## src/rtl/mpgn_pkg.sv

```systemverilog
// Shared package of the page-to-gray nibble stream core.
// Holds command and register codes, panel byte constants and the item and burst types.
// Used by every module of the block.
package mpgn_pkg;

	localparam logic [1:0] CMD_SET_WINDOW = 2'd0;
	localparam logic [1:0] CMD_PIXEL      = 2'd1;
	localparam logic [1:0] CMD_NEXT_PAGE  = 2'd2;

	localparam logic [1:0] CFG_GRAY_LEVEL   = 2'd0;
	localparam logic [1:0] CFG_PANEL_WIDTH  = 2'd1;
	localparam logic [1:0] CFG_PANEL_HEIGHT = 2'd2;

	localparam int CFG_INDEX_W = 2;
	localparam int CFG_DATA_W  = 8;

	localparam logic [3:0] GRAY_LEVEL_RST   = 4'd15;
	localparam logic [7:0] PANEL_WIDTH_RST  = 8'd128;
	localparam logic [7:0] PANEL_HEIGHT_RST = 8'd64;

	localparam logic [7:0] COL_WINDOW_CMD = 8'h15;
	localparam logic [7:0] ROW_WINDOW_CMD = 8'h75;

	localparam logic [2:0] WINDOW_LAST_IDX = 3'd5;
	localparam logic [2:0] DATA_LAST_IDX   = 3'd7;

	typedef struct packed {
		logic [1:0] command;
		logic [6:0] col_start;
		logic [3:0] page_row;
		logic [7:0] width_req;
		logic [7:0] pixel_byte;
	} item_t;

	// A window burst uses p0..p3 as start/2, end/2, first row and last row.
	// A data burst uses p0 as the left column and p1 as the right column.
	typedef struct packed {
		logic       is_window;
		logic [7:0] p0;
		logic [7:0] p1;
		logic [7:0] p2;
		logic [7:0] p3;
		logic [3:0] gray;
	} burst_t;

endpackage

```

## src/rtl/mpgn_if.sv

```systemverilog
// Valid/ready channel interfaces for the input items and the panel byte results.
// Standalone; no package needed.
interface mpgn_in_if;
	logic       valid;
	logic       ready;
	logic [1:0] command;
	logic [6:0] col_start;
	logic [3:0] page_row;
	logic [7:0] width_req;
	logic [7:0] pixel_byte;

	modport source (output valid, command, col_start, page_row, width_req, pixel_byte,
		input ready);
	modport sink (input valid, command, col_start, page_row, width_req, pixel_byte,
		output ready);
endinterface

interface mpgn_out_if;
	logic       valid;
	logic       ready;
	logic [7:0] out_byte;
	logic       is_data;
	logic       frame_start;
	logic       last_of_run;

	modport source (output valid, out_byte, is_data, frame_start, last_of_run, input ready);
	modport sink (input valid, out_byte, is_data, frame_start, last_of_run, output ready);
endinterface

```

## src/rtl/mpgn_ctrl.sv

```systemverilog
// Window and column state of the converter, with the configuration registers.
// Turns one accepted item into a burst descriptor; depends on mpgn_pkg.
module mpgn_ctrl (
	input  logic                                   clk,
	input  logic                                   arst_n,
	input  logic                                   cfg_we,
	input  logic [mpgn_pkg::CFG_INDEX_W-1:0]       cfg_index,
	input  logic [mpgn_pkg::CFG_DATA_W-1:0]        cfg_wdata,
	input  logic                                   accept,
	input  mpgn_pkg::item_t                        item,
	output logic                                   has_burst,
	output mpgn_pkg::burst_t                       burst
);
	import mpgn_pkg::*;

	logic [3:0] gray_level_q;
	logic [7:0] panel_width_q;
	logic [7:0] panel_height_q;

	logic [6:0] window_col_q;
	logic [3:0] window_page_q;
	logic [7:0] window_req_width_q;
	logic [7:0] window_clip_width_q;
	logic [7:0] held_left_byte_q;
	logic [7:0] column_pos_q;

	logic       is_window;
	logic       is_pixel;
	logic [6:0] col;
	logic [3:0] page;
	logic [7:0] req;
	logic [7:0] col_limit;
	logic [7:0] row_limit;
	logic [8:0] end_raw;
	logic [7:0] end_col;
	logic [7:0] row0;
	logic [7:0] row_end_raw;
	logic [7:0] row_end;
	logic [8:0] clip_sum;
	logic [7:0] clip;
	logic       odd;
	logic       at_end;
	logic [8:0] last_col;

	always_ff @(posedge clk or negedge arst_n) begin
		if (!arst_n) begin
			gray_level_q   <= GRAY_LEVEL_RST;
			panel_width_q  <= PANEL_WIDTH_RST;
			panel_height_q <= PANEL_HEIGHT_RST;
		end else if (cfg_we) begin
			case (cfg_index)
				CFG_GRAY_LEVEL:   gray_level_q   <= cfg_wdata[3:0];
				CFG_PANEL_WIDTH:  panel_width_q  <= cfg_wdata;
				CFG_PANEL_HEIGHT: panel_height_q <= cfg_wdata;
				default: ;
			endcase
		end
	end

	always_comb begin
		is_window = (item.command == CMD_SET_WINDOW) || (item.command == CMD_NEXT_PAGE);
		is_pixel  = (item.command == CMD_PIXEL);
		if (item.command == CMD_NEXT_PAGE) begin
			col  = window_col_q;
			page = window_page_q + 4'd1;
			req  = window_req_width_q;
		end else begin
			col  = item.col_start;
			page = item.page_row;
			req  = item.width_req;
		end
		col_limit = panel_width_q - 8'd1;
		row_limit = panel_height_q - 8'd1;
		if (req != 8'd0) begin
			end_raw = {2'b00, col} + {1'b0, req} - 9'd1;
		end else begin
			end_raw = {1'b0, col_limit};
		end
		end_col     = (end_raw > {1'b0, col_limit}) ? col_limit : end_raw[7:0];
		row0        = {1'b0, page, 3'b000};
		row_end_raw = row0 + 8'd7;
		row_end     = (row_end_raw > row_limit) ? row_limit : row_end_raw;
		clip_sum    = {1'b0, end_col} - {2'b00, col} + 9'd1;
		clip        = (end_col >= {1'b0, col}) ? clip_sum[7:0] : 8'd0;

		odd      = column_pos_q[0];
		last_col = {2'b00, window_col_q} + {1'b0, window_clip_width_q} - 9'd1;
		at_end   = (window_clip_width_q != 8'd0) && ({1'b0, column_pos_q} == last_col);

		has_burst = is_window || (is_pixel && (odd || at_end));

		burst.is_window = is_window;
		burst.gray      = gray_level_q;
		if (is_window) begin
			burst.p0 = {2'b00, col[6:1]};
			burst.p1 = {1'b0, end_col[7:1]};
			burst.p2 = row0;
			burst.p3 = row_end;
		end else begin
			burst.p0 = odd ? held_left_byte_q : item.pixel_byte;
			burst.p1 = odd ? item.pixel_byte : 8'd0;
			burst.p2 = 8'd0;
			burst.p3 = 8'd0;
		end
	end

	always_ff @(posedge clk or negedge arst_n) begin
		if (!arst_n) begin
			window_col_q        <= '0;
			window_page_q       <= '0;
			window_req_width_q  <= '0;
			window_clip_width_q <= '0;
			held_left_byte_q    <= '0;
			column_pos_q        <= '0;
		end else if (accept) begin
			if (is_window) begin
				window_col_q        <= col;
				window_page_q       <= page;
				window_req_width_q  <= req;
				window_clip_width_q <= clip;
				held_left_byte_q    <= '0;
				column_pos_q        <= {1'b0, col};
			end else if (is_pixel) begin
				held_left_byte_q <= (!odd && !at_end) ? item.pixel_byte : 8'd0;
				column_pos_q     <= column_pos_q + 8'd1;
			end
		end
	end

endmodule

```

## src/rtl/mpgn_serial.sv

```systemverilog
// Burst register and output register that send one panel byte per cycle while the output is not stalled.
// Expands a window or data burst into bytes; depends on mpgn_pkg and mpgn_out_if.
module mpgn_serial (
	input  logic              clk,
	input  logic              arst_n,
	input  logic              burst_load,
	input  mpgn_pkg::burst_t  burst,
	output logic              burst_free,
	mpgn_out_if.source        out_ch
);
	import mpgn_pkg::*;

	logic       burst_valid_s1;
	burst_t     burst_s1;
	logic [2:0] idx_q;

	logic       out_valid_s2;
	logic [7:0] out_byte_s2;
	logic       is_data_s2;
	logic       frame_start_s2;
	logic       last_of_run_s2;

	logic       step;
	logic       is_last;
	logic [7:0] cur_byte;

	always_comb begin
		is_last = (idx_q == (burst_s1.is_window ? WINDOW_LAST_IDX : DATA_LAST_IDX));
		step    = burst_valid_s1 && (!out_valid_s2 || out_ch.ready);
		burst_free = !burst_valid_s1 || (step && is_last);
		if (burst_s1.is_window) begin
			case (idx_q)
				3'd0:    cur_byte = COL_WINDOW_CMD;
				3'd1:    cur_byte = burst_s1.p0;
				3'd2:    cur_byte = burst_s1.p1;
				3'd3:    cur_byte = ROW_WINDOW_CMD;
				3'd4:    cur_byte = burst_s1.p2;
				3'd5:    cur_byte = burst_s1.p3;
				default: cur_byte = 8'd0;
			endcase
		end else begin
			cur_byte = {burst_s1.p1[idx_q] ? burst_s1.gray : 4'd0,
				burst_s1.p0[idx_q] ? burst_s1.gray : 4'd0};
		end
	end

	always_ff @(posedge clk or negedge arst_n) begin
		if (!arst_n) begin
			burst_valid_s1 <= 1'b0;
			idx_q          <= '0;
		end else if (burst_load) begin
			burst_valid_s1 <= 1'b1;
			idx_q          <= '0;
		end else if (step) begin
			burst_valid_s1 <= !is_last;
			idx_q          <= is_last ? 3'd0 : idx_q + 3'd1;
		end
	end

	always_ff @(posedge clk) begin
		if (burst_load) begin
			burst_s1 <= burst;
		end
	end

	always_ff @(posedge clk or negedge arst_n) begin
		if (!arst_n) begin
			out_valid_s2 <= 1'b0;
		end else if (step) begin
			out_valid_s2 <= 1'b1;
		end else if (out_ch.ready) begin
			out_valid_s2 <= 1'b0;
		end
	end

	always_ff @(posedge clk) begin
		if (step) begin
			out_byte_s2    <= cur_byte;
			is_data_s2     <= !burst_s1.is_window;
			frame_start_s2 <= burst_s1.is_window && (idx_q == 3'd0);
			last_of_run_s2 <= is_last;
		end
	end

	assign out_ch.valid       = out_valid_s2;
	assign out_ch.out_byte    = out_byte_s2;
	assign out_ch.is_data     = is_data_s2;
	assign out_ch.frame_start = frame_start_s2;
	assign out_ch.last_of_run = last_of_run_s2;

`ifndef SYNTHESIS
	a_idle_index_zero: assert property (@(posedge clk) disable iff (!arst_n)
		!burst_valid_s1 |-> idx_q == 3'd0)
		else $error("Burst index not cleared while no burst is held.");

	a_window_index_range: assert property (@(posedge clk) disable iff (!arst_n)
		burst_valid_s1 && burst_s1.is_window |-> idx_q <= WINDOW_LAST_IDX)
		else $error("Window burst index ran past the last command byte.");

	a_burst_continues: assert property (@(posedge clk) disable iff (!arst_n)
		step && !is_last |=> burst_valid_s1)
		else $error("Burst dropped before its last byte.");

	a_frame_start_first: assert property (@(posedge clk) disable iff (!arst_n)
		step && burst_s1.is_window && idx_q == 3'd0 |=> out_valid_s2 && frame_start_s2)
		else $error("First window byte not flagged as frame start.");
`endif

endmodule

```

## src/rtl/mono_page_to_gray_nibble_stream_core.sv

```systemverilog
// Top level of the page-to-gray nibble stream converter.
// Depends on mpgn_pkg, mpgn_if, mpgn_ctrl and mpgn_serial.
//
//   Channel   Direction  Carries
//   in_ch     sink       command, col_start, page_row, width_req, pixel_byte
//   out_ch    source     out_byte, is_data, frame_start, last_of_run
//   cfg       write      cfg_we, cfg_index, cfg_wdata (gray level, panel width, height)
//
// A window item sends six bytes and a released column pair sends eight, one byte per cycle
// while the output is not stalled; the output byte sequencer sends them.
// Items that cause no byte are taken whenever the burst register is free.
// The next item is taken in the cycle the last byte of the current burst moves out.
// A stalled output holds its byte; reset clears the window state and loads register defaults.
module mono_page_to_gray_nibble_stream_core (
	input  logic                              clk,
	input  logic                              arst_n,
	mpgn_in_if.sink                           in_ch,
	mpgn_out_if.source                        out_ch,
	input  logic                              cfg_we,
	input  logic [mpgn_pkg::CFG_INDEX_W-1:0]  cfg_index,
	input  logic [mpgn_pkg::CFG_DATA_W-1:0]   cfg_wdata
);
	import mpgn_pkg::*;

	item_t  item;
	burst_t burst;
	logic   has_burst;
	logic   burst_free;
	logic   accept;

	assign item.command    = in_ch.command;
	assign item.col_start  = in_ch.col_start;
	assign item.page_row   = in_ch.page_row;
	assign item.width_req  = in_ch.width_req;
	assign item.pixel_byte = in_ch.pixel_byte;

	assign in_ch.ready = burst_free;
	assign accept      = in_ch.valid && burst_free;

	mpgn_ctrl u_ctrl (
		.clk       (clk),
		.arst_n    (arst_n),
		.cfg_we    (cfg_we),
		.cfg_index (cfg_index),
		.cfg_wdata (cfg_wdata),
		.accept    (accept),
		.item      (item),
		.has_burst (has_burst),
		.burst     (burst)
	);

	mpgn_serial u_serial (
		.clk        (clk),
		.arst_n     (arst_n),
		.burst_load (accept && has_burst),
		.burst      (burst),
		.burst_free (burst_free),
		.out_ch     (out_ch)
	);

endmodule

```

## src/flat_wrapper.sv

```systemverilog
// flat-port wrapper written by rule: the top's interface ports become plain ports
module mono_page_to_gray_nibble_stream_core_flat import mpgn_pkg::*;
  (clk, arst_n, cfg_we, cfg_index, cfg_wdata, in_ch_valid, in_ch_command, in_ch_col_start, in_ch_page_row, in_ch_width_req, in_ch_pixel_byte, in_ch_ready, out_ch_valid, out_ch_out_byte, out_ch_is_data, out_ch_frame_start, out_ch_last_of_run, out_ch_ready);
  mpgn_in_if in_ch_i ();
  mpgn_out_if out_ch_i ();
  input  logic clk;
  input  logic arst_n;
  input  logic cfg_we;
  input  logic [mpgn_pkg::CFG_INDEX_W-1:0] cfg_index;
  input  logic [mpgn_pkg::CFG_DATA_W-1:0] cfg_wdata;
  input wire logic [$bits(in_ch_i.valid)-1:0] in_ch_valid;
  input wire logic [$bits(in_ch_i.command)-1:0] in_ch_command;
  input wire logic [$bits(in_ch_i.col_start)-1:0] in_ch_col_start;
  input wire logic [$bits(in_ch_i.page_row)-1:0] in_ch_page_row;
  input wire logic [$bits(in_ch_i.width_req)-1:0] in_ch_width_req;
  input wire logic [$bits(in_ch_i.pixel_byte)-1:0] in_ch_pixel_byte;
  output wire logic [$bits(in_ch_i.ready)-1:0] in_ch_ready;
  output wire logic [$bits(out_ch_i.valid)-1:0] out_ch_valid;
  output wire logic [$bits(out_ch_i.out_byte)-1:0] out_ch_out_byte;
  output wire logic [$bits(out_ch_i.is_data)-1:0] out_ch_is_data;
  output wire logic [$bits(out_ch_i.frame_start)-1:0] out_ch_frame_start;
  output wire logic [$bits(out_ch_i.last_of_run)-1:0] out_ch_last_of_run;
  input wire logic [$bits(out_ch_i.ready)-1:0] out_ch_ready;
  assign in_ch_i.valid = in_ch_valid;
  assign in_ch_i.command = in_ch_command;
  assign in_ch_i.col_start = in_ch_col_start;
  assign in_ch_i.page_row = in_ch_page_row;
  assign in_ch_i.width_req = in_ch_width_req;
  assign in_ch_i.pixel_byte = in_ch_pixel_byte;
  assign in_ch_ready = in_ch_i.ready;
  assign out_ch_valid = out_ch_i.valid;
  assign out_ch_out_byte = out_ch_i.out_byte;
  assign out_ch_is_data = out_ch_i.is_data;
  assign out_ch_frame_start = out_ch_i.frame_start;
  assign out_ch_last_of_run = out_ch_i.last_of_run;
  assign out_ch_i.ready = out_ch_ready;
  mono_page_to_gray_nibble_stream_core u_core (.clk(clk), .arst_n(arst_n), .in_ch(in_ch_i), .out_ch(out_ch_i), .cfg_we(cfg_we), .cfg_index(cfg_index), .cfg_wdata(cfg_wdata));
endmodule
```

## config.mk

```make
export PLATFORM = sky130hd
export DESIGN_NAME = mono_page_to_gray_nibble_stream_core_flat
export DESIGN_NICKNAME = d
export VERILOG_FILES = /design/src/rtl/mpgn_pkg.sv /design/src/rtl/mpgn_if.sv /design/src/rtl/mpgn_ctrl.sv /design/src/rtl/mpgn_serial.sv /design/src/rtl/mono_page_to_gray_nibble_stream_core.sv /design/src/flat_wrapper.sv
export SDC_FILE = /design/constraint.sdc
export NUM_CORES = 1
export LEC_CHECK = 0
export ABC_AREA = 1
export BUFFER_PORTS_ARGS = -buffer_cell sky130_fd_sc_hd__clkbuf_2
export CORE_MARGIN = 2
export CORE_UTILIZATION = 40
export CTS_CLUSTER_DIAMETER = 50
export DETAILED_ROUTE_END_ITERATION = 7
export PLACE_DENSITY = 0.54
export SLEW_MARGIN = 20
export SYNTH_ARGS = -nofsm -noshare
export SYNTH_HDL_FRONTEND = slang
export SYNTH_SLANG_ARGS = --single-unit
```

## constraint.sdc

```tcl
create_clock -name clk -period 7.76 [get_ports clk]
set_clock_uncertainty 0.1 [all_clocks]
set_input_delay 1.164 -clock clk [delete_from_list [all_inputs] [get_ports clk]]
set_output_delay 1.164 -clock clk [all_outputs]
set_load 0.02 [all_outputs]
```

== Yosys cells after proc, flatten, opt, wreduce, memory -nomap -nowiden ==
Cells that the tools add are included.

* Input bits: 44
* Logic and storage cells: 117
* Register bits: 116
* Output and inout bits: 13

* Mux-type cells: 31
* Reductions and logical operators: 33
* Equal/unequal tests: 11
* $lt $le $gt $ge: 4
* Add/sub/neg operators: 12
* Bitwise gates (word level): 1

{| class="wikitable"
|+ Operators with widths
! operator !! count
|-
| $mux W8 || 12
|-
| $pmux W8 S6 || 1
|-
| $mux W30 || 1
|-
| $add A7 B8 Y9 || 2
|-
| $sub A9 B1 Y9 const B || 2
|-
| $add A8 B1 Y8 const B || 2
|-
| $reduce_bool A8 Y1 || 2
|-
| $sub A8 B1 Y8 const B || 2
|-
| $mux W4 || 3
|-
| $reduce_and A2 Y1 || 5
|-
| $eq A8 B9 Y1 || 1
|-
| $gt A9 B8 Y1 || 1
|-
| $mux W3 || 3
|-
| $mux W9 || 1
|-
| $add A7 B3 Y8 const B || 1
|-
| $ge A8 B7 Y1 || 1
|-
| $gt A8 B8 Y1 || 1
|-
| $logic_and A1 B1 Y1 || 8
|-
| $sub A8 B7 Y8 || 1
|-
| $mux W7 || 1
|-
| $bmux W1 S3 || 2
|-
| $eq A3 B2 Y1 const B || 2
|-
| $eq A3 B3 Y1 const B || 2
|-
| $logic_not A1 Y1 || 6
|-
| other kinds (15) || 29
|}

== Longest topological paths before layout ==
* Depth after elaboration: 10
* Depth in mapped cells: 43
* Gate-level depth less buffers: 41

== By module ==
From an unflattened synthesis, not the netlist that was laid out.

* Cells, all modules: 1031
* Area, all modules: 7895.1 µm²

{| class="wikitable"
|+ By module, submodules not included
! module !! area each (µm²) !! sequential area each (µm²) !! cells each !! instances
|-
| mpgn_ctrl || 5506.5 || 1584.0 || 800 || 1
|-
| mpgn_serial || 2371.0 || 1566.5 || 227 || 1
|-
| mono_page_to_gray_nibble_stream_core || 17.5 || 0.0 || 4 || 1
|}

== Least setup slack after synthesis ==
Ideal clock, no wire load.

* Path type: input to register
* Start point: in in_ch_command[1]
* End point: reg u_core.u_ctrl.window_clip_width_q[7]
* Library setup time: 65 ps
* Slack: 1676 ps
* Arrival: 5919 ps
* Cell stages on the path: 39
* Buffers on the path: 4
* Data required time: 7595 ps
* Path through: buf_4 nand2_2 buf_6 clkbuf_1 nand2_1 o21ai_0 inv_1 ha_1 inv_1 ha_1 a21o_1 a21oi_1 xnor2_1 nand2_1 o21ai_1 ha_1 nand2_1 inv_1 [3 not listed] nand2_1 nand2_1 nand2_4 buf_6 o21ai_1 inv_1 ha_1 inv_1 fa_1 o21ai_0 nand2_1 nand2_1 a21oi_1 o21bai_1 o21ai_0 a21oi_1 nand2_1 nand2_1

* Longest elaborated chain between the ends: 10
* Elaborated cells on any way between the ends: 16
* Those cells by class: 4 x add/sub; 2 x order compare; 1 x eq/ne; 5 x mux; 4 x reduce/logical

{| class="wikitable"
|+ Ends and longest elaborated chain
! item !! RTL line !! source
|-
| from (decl) || flat_wrapper.sv:12 || <nowiki>input wire logic [$bits(in_ch_i.command)-1:0] in_ch_command;</nowiki>
|-
| $eq A2 B2 Y1 || mpgn_ctrl.sv:61, mpgn_ctrl.sv:63 ||
|-
| $mux W7 / $mux W8 (equally long branches) || mpgn_ctrl.sv:63 || <nowiki>if (item.command == CMD_NEXT_PAGE) begin</nowiki>
|-
| $add A7 B8 Y9 || mpgn_ctrl.sv:75 || <nowiki>end_raw = {2'b00, col} + {1'b0, req} - 9'd1;</nowiki>
|-
| $sub A9 B1 Y9 || mpgn_ctrl.sv:75 ||
|-
| $mux W9 || mpgn_ctrl.sv:74 || <nowiki>if (req != 8'd0) begin</nowiki>
|-
| $gt A9 B8 Y1 || mpgn_ctrl.sv:79 || <nowiki>end_col = (end_raw > {1'b0, col_limit}) ? col_limit : end_raw[7:0];</nowiki>
|-
| $mux W8 || mpgn_ctrl.sv:79 ||
|-
| $sub A8 B7 Y8 || mpgn_ctrl.sv:83 || <nowiki>clip_sum = {1'b0, end_col} - {2'b00, col} + 9'd1;</nowiki>
|-
| $add A8 B1 Y8 || mpgn_ctrl.sv:83 ||
|-
| $mux W8 || mpgn_ctrl.sv:84 || <nowiki>clip = (end_col >= {1'b0, col}) ? clip_sum[7:0] : 8'd0;</nowiki>
|-
| to (signal assigned) || mpgn_ctrl.sv:120 || <nowiki>window_clip_width_q <= clip;</nowiki>
|-
| to (decl) || mpgn_ctrl.sv:23 || <nowiki>logic [7:0] window_clip_width_q;</nowiki>
|}

Several ways; a longest one is shown, not always the timed one.
A chain may end at the register's enable or synchronous reset.

== Worst setup path in the final report ==
Same ends and word-level chain as after synthesis.

==> metrics <==
min-delay worst type=register to register; final period utilization=85.12%; Syn Inst Count=961; Die Wd=141.5 um; Startpoint Class=primary input; clk sinks=112; largest net degree at the start of global routing=69; DP Wirelength=14400 um; achievable frequency=151.4 MHz; count of cell types in the netlist=50; P_leak=4.193 nW; post-route cell area=0.008344 mm2; Hold Crit Start=u_core.u_ctrl.window_clip_width_q[3]; H-tree depth=3; number of diodes=0; initial antenna violation count=0; met1 WL=9357 um; RSZ-0062 raised after global routing=false; vias in the first global route=5984; area grow syn2layout=10.41%; clock latency on the worst-skew pair=0.36 ns; Post-Syn Nets=1071; setup bufs post-CTS=0; global route overflow=0; Crit Path Class=primary input to register; CP max FO=15; via density per instance=4.998; WP data required=7.96 ns; setup violators final=0; Worst VDD drop=0.1270 mV; Die H=141.5 um; die area=0.02001 mm2; CTS tree=yes; setup TNS=0 ns; fin crit period=6.605 ns; GR Util All Layers=19.39%; hold worst-path end=u_core.u_ctrl.window_clip_width_q[3]; layout cell share with drive strength beyond 1=10.93%; Area after DPL=0.008045 mm2; Slowest-stage cell, CP=nor2_2; total power=3.350 mW; routed via count=6248; syn avg cell area=7.864 um2; first-pass GRT wire length=30680 um; Worst EP arrival=6.80 ns; Syn. warnings=0; Final Wtd Congestion=0.9051; Slew Limit Headroom=38.41%; DRT Wirelength=18710 um; WL met3=665 um; Pwr Density=401.5 mW/mm2; Hold Vio Cnt, Final=0; R2R Path End=u_core.u_ctrl.window_clip_width_q[7]; fill count=1947; row count=50; R2R cell count=35; DRC violations left=0; # Max-Cap Violations=0; status=complete, no violations; Starting Density=40.54%; area of the mapped netlist=0.007557 mm2; Resize count post-CTS=0; input/output buffers=56; Crit path largest cell delay=0.45 ns; CP dominant cell by count=nand2_1; Seq cells post-synth=112; number of I/O pins=57; Pre-antenna DRT Iters=5; sequential area share after synthesis=40.10%; Reg clk slew, reported paths=0.08 ns; initial detailed-routing violation count=365; clock root cell=clkbuf_16; hold_buf cts=0; worst slew pin tran=0.9238 ns; reg2reg start=u_core.u_ctrl.window_col_q[5]; met2 wire length=8515 um; hold path depth=2; smallest hold slack=0.3812 ns; Top Metal Used=met4; total core area=0.01864 mm2; Antenna Violating Nets Remaining=0; CP Capture Type=register; TritonCTS Buffers=9; nets=1121; wire per inst=14.96 um; clock buffer depth=2; fin. max-slew vios=0; R2R Setup Slk=2.27 ns
-- cells by family (layout without fill, tap and decap cells) --
group           Yosys count  in the layout  synth area share (%)
flops                   112            112                 40.10
compound gates          192            192                 14.19
simple gates            372            372                 21.06
fa+ha+maj                66             66                 11.42
other cells               1              1               0.04962
xor+xnor                 27             27                 3.129
buf+inv                 191            246                 10.05
-- critical path: cells and delay by family --
kind                       cells  cell delay, ns
xor gates and xnor gates       1            0.14
buffers and inverters          6            0.52
and+or+nand+nor               17            1.64
AOI/OAI and AO/OA              8            1.28
adders and majority gates      7            2.06
-- routing by layer --
metal  up-vias  track usage (%)
met1      2900            27.80
met5         -                0
met3        13            3.307
met4         0            3.789
met2       107            31.12
li1       3228                -
-- registers in the layout, indices dropped and copies added (netlist names), named ones only --
name	count
u_core.u_ctrl.window_page_q	4
u_core.u_serial.burst_valid_s1	1
u_core.u_serial.out_ch.last_of_run	1
u_core.u_serial.out_ch.is_data	1
u_core.u_serial.burst_s1	33
u_core.u_serial.out_ch.frame_start	1
u_core.u_ctrl.window_col_q	7
u_core.u_ctrl.window_req_width_q	7
u_core.u_ctrl.window_clip_width_q	8
u_core.u_ctrl.panel_height_q	8
u_core.u_serial.idx_q	3
u_core.u_serial.out_ch.valid	1
u_core.u_ctrl.held_left_byte_q	8
u_core.u_serial.out_ch.out_byte	8
u_core.u_ctrl.column_pos_q	8
u_core.u_ctrl.gray_level_q	4
u_core.u_ctrl.panel_width_q	8
-- report_power, final --
part	switching (mW)	leakage [nW]	internal, mW
clock network	0.243	0.149	0.236
logic	1.20	2.78	0.726
registers	0.117	1.26	0.828
total	1.56	4.19	1.79
-- synth_stat cells, drive strengths merged --
library cell	instances	area [um2]
a211oi	3	22.52
a21boi	1	7.510
a21o	2	15.01
a21oi	40	207.7
a221oi	2	17.52
a22o	1	8.760
a31oi	3	18.77
a32o	2	20.02
and2	1	6.260
buf	13	91.33
clkbuf	9	33.78
clkinv	2	7.510
conb	1	3.750
dfrtp	62	1551
dfstp	6	157.7
edfxtp	44	1321
fa	5	100.1
ha	61	763.2
inv	167	626.9
nand2	253	979.7
nand3	36	185.2
nand3b	6	45.04
nand4	14	93.84
nor2	47	196.4
nor3	8	40.04
nor3b	1	7.510
nor4	1	6.260
o2111ai	1	8.760
o211ai	9	67.56
o21a	5	37.54
o21ai	110	554.3
o21bai	3	22.52
o22ai	9	56.30
o31ai	1	7.510
or2	5	31.28
xnor2	11	96.34
xor2	16	140.1
-- layout by cell type, fill, tap and decap left out, types with 3 or more instances in the layout --
cell type,Yosys,routed
nand2_1,245,245
dfrtp_1,62,62
o22ai_1,9,9
nand2_2,6,6
ha_1,61,61
clkbuf_2,0,55
edfxtp_1,44,44
clkbuf_16,0,9
inv_2,6,6
xnor2_1,11,11
a211oi_1,3,3
xor2_1,16,16
fa_1,5,5
nand3_1,35,35
nor2_1,43,43
a31oi_1,3,3
o21ai_1,19,19
inv_1,161,161
a21oi_1,38,38
buf_4,1,6
nor3_1,8,8
o21bai_1,3,3
o211ai_1,9,9
o21ai_0,90,90
o21a_1,5,5
or2_2,5,5
nand4_1,13,13
nand3b_1,6,6
dfstp_2,6,6
-- stage by stage --
stage / worst slack (ns) / std cells / util [%]
2_1_floorplan: 1.676 / 961 / -
3_3_place_gp: 0.8380 / 1234 / 43.15
3_5_place_dp: 0.7512 / 1234 / 43.15
4_1_cts: 1.112 / 1250 / 44.76
5_1_grt: 0.5560 / 1250 / 44.76
6_report: 1.155 / 1250 / 44.76
-- how the worst max path moves through the flow --
stage,start,endpoint,slack [ns]
finish,in_ch_command[1],u_core.u_ctrl.window_clip_width_q[7],1.16
global route,in_ch_command[1],u_core.u_ctrl.window_clip_width_q[7],0.56
detailed placement,in_ch_command[1],u_core.u_ctrl.window_clip_width_q[7],0.75
global placement,in_ch_command[1],u_core.u_ctrl.window_clip_width_q[7],0.84
CTS,in_ch_command[1],u_core.u_ctrl.window_clip_width_q[7],1.11
floorplan,in_ch_command[1],u_core.u_ctrl.window_clip_width_q[7],1.68
-- cell type report --
class / count / area, um2 / share of cell area [%]
sequential: 112 / 3030 / 36.32
timing repair buffer: 61 / 320.3 / 3.839
clock buffer: 10 / 239.0 / 2.864
clock inverter: 6 / 60.06 / 0.7197
inverter: 169 / 634.4 / 7.602
multi-input combinational: 658 / 3767 / 45.15
tap: 234 / 292.8 / 3.509
Note: power is estimated with default switching activity, not from simulation.
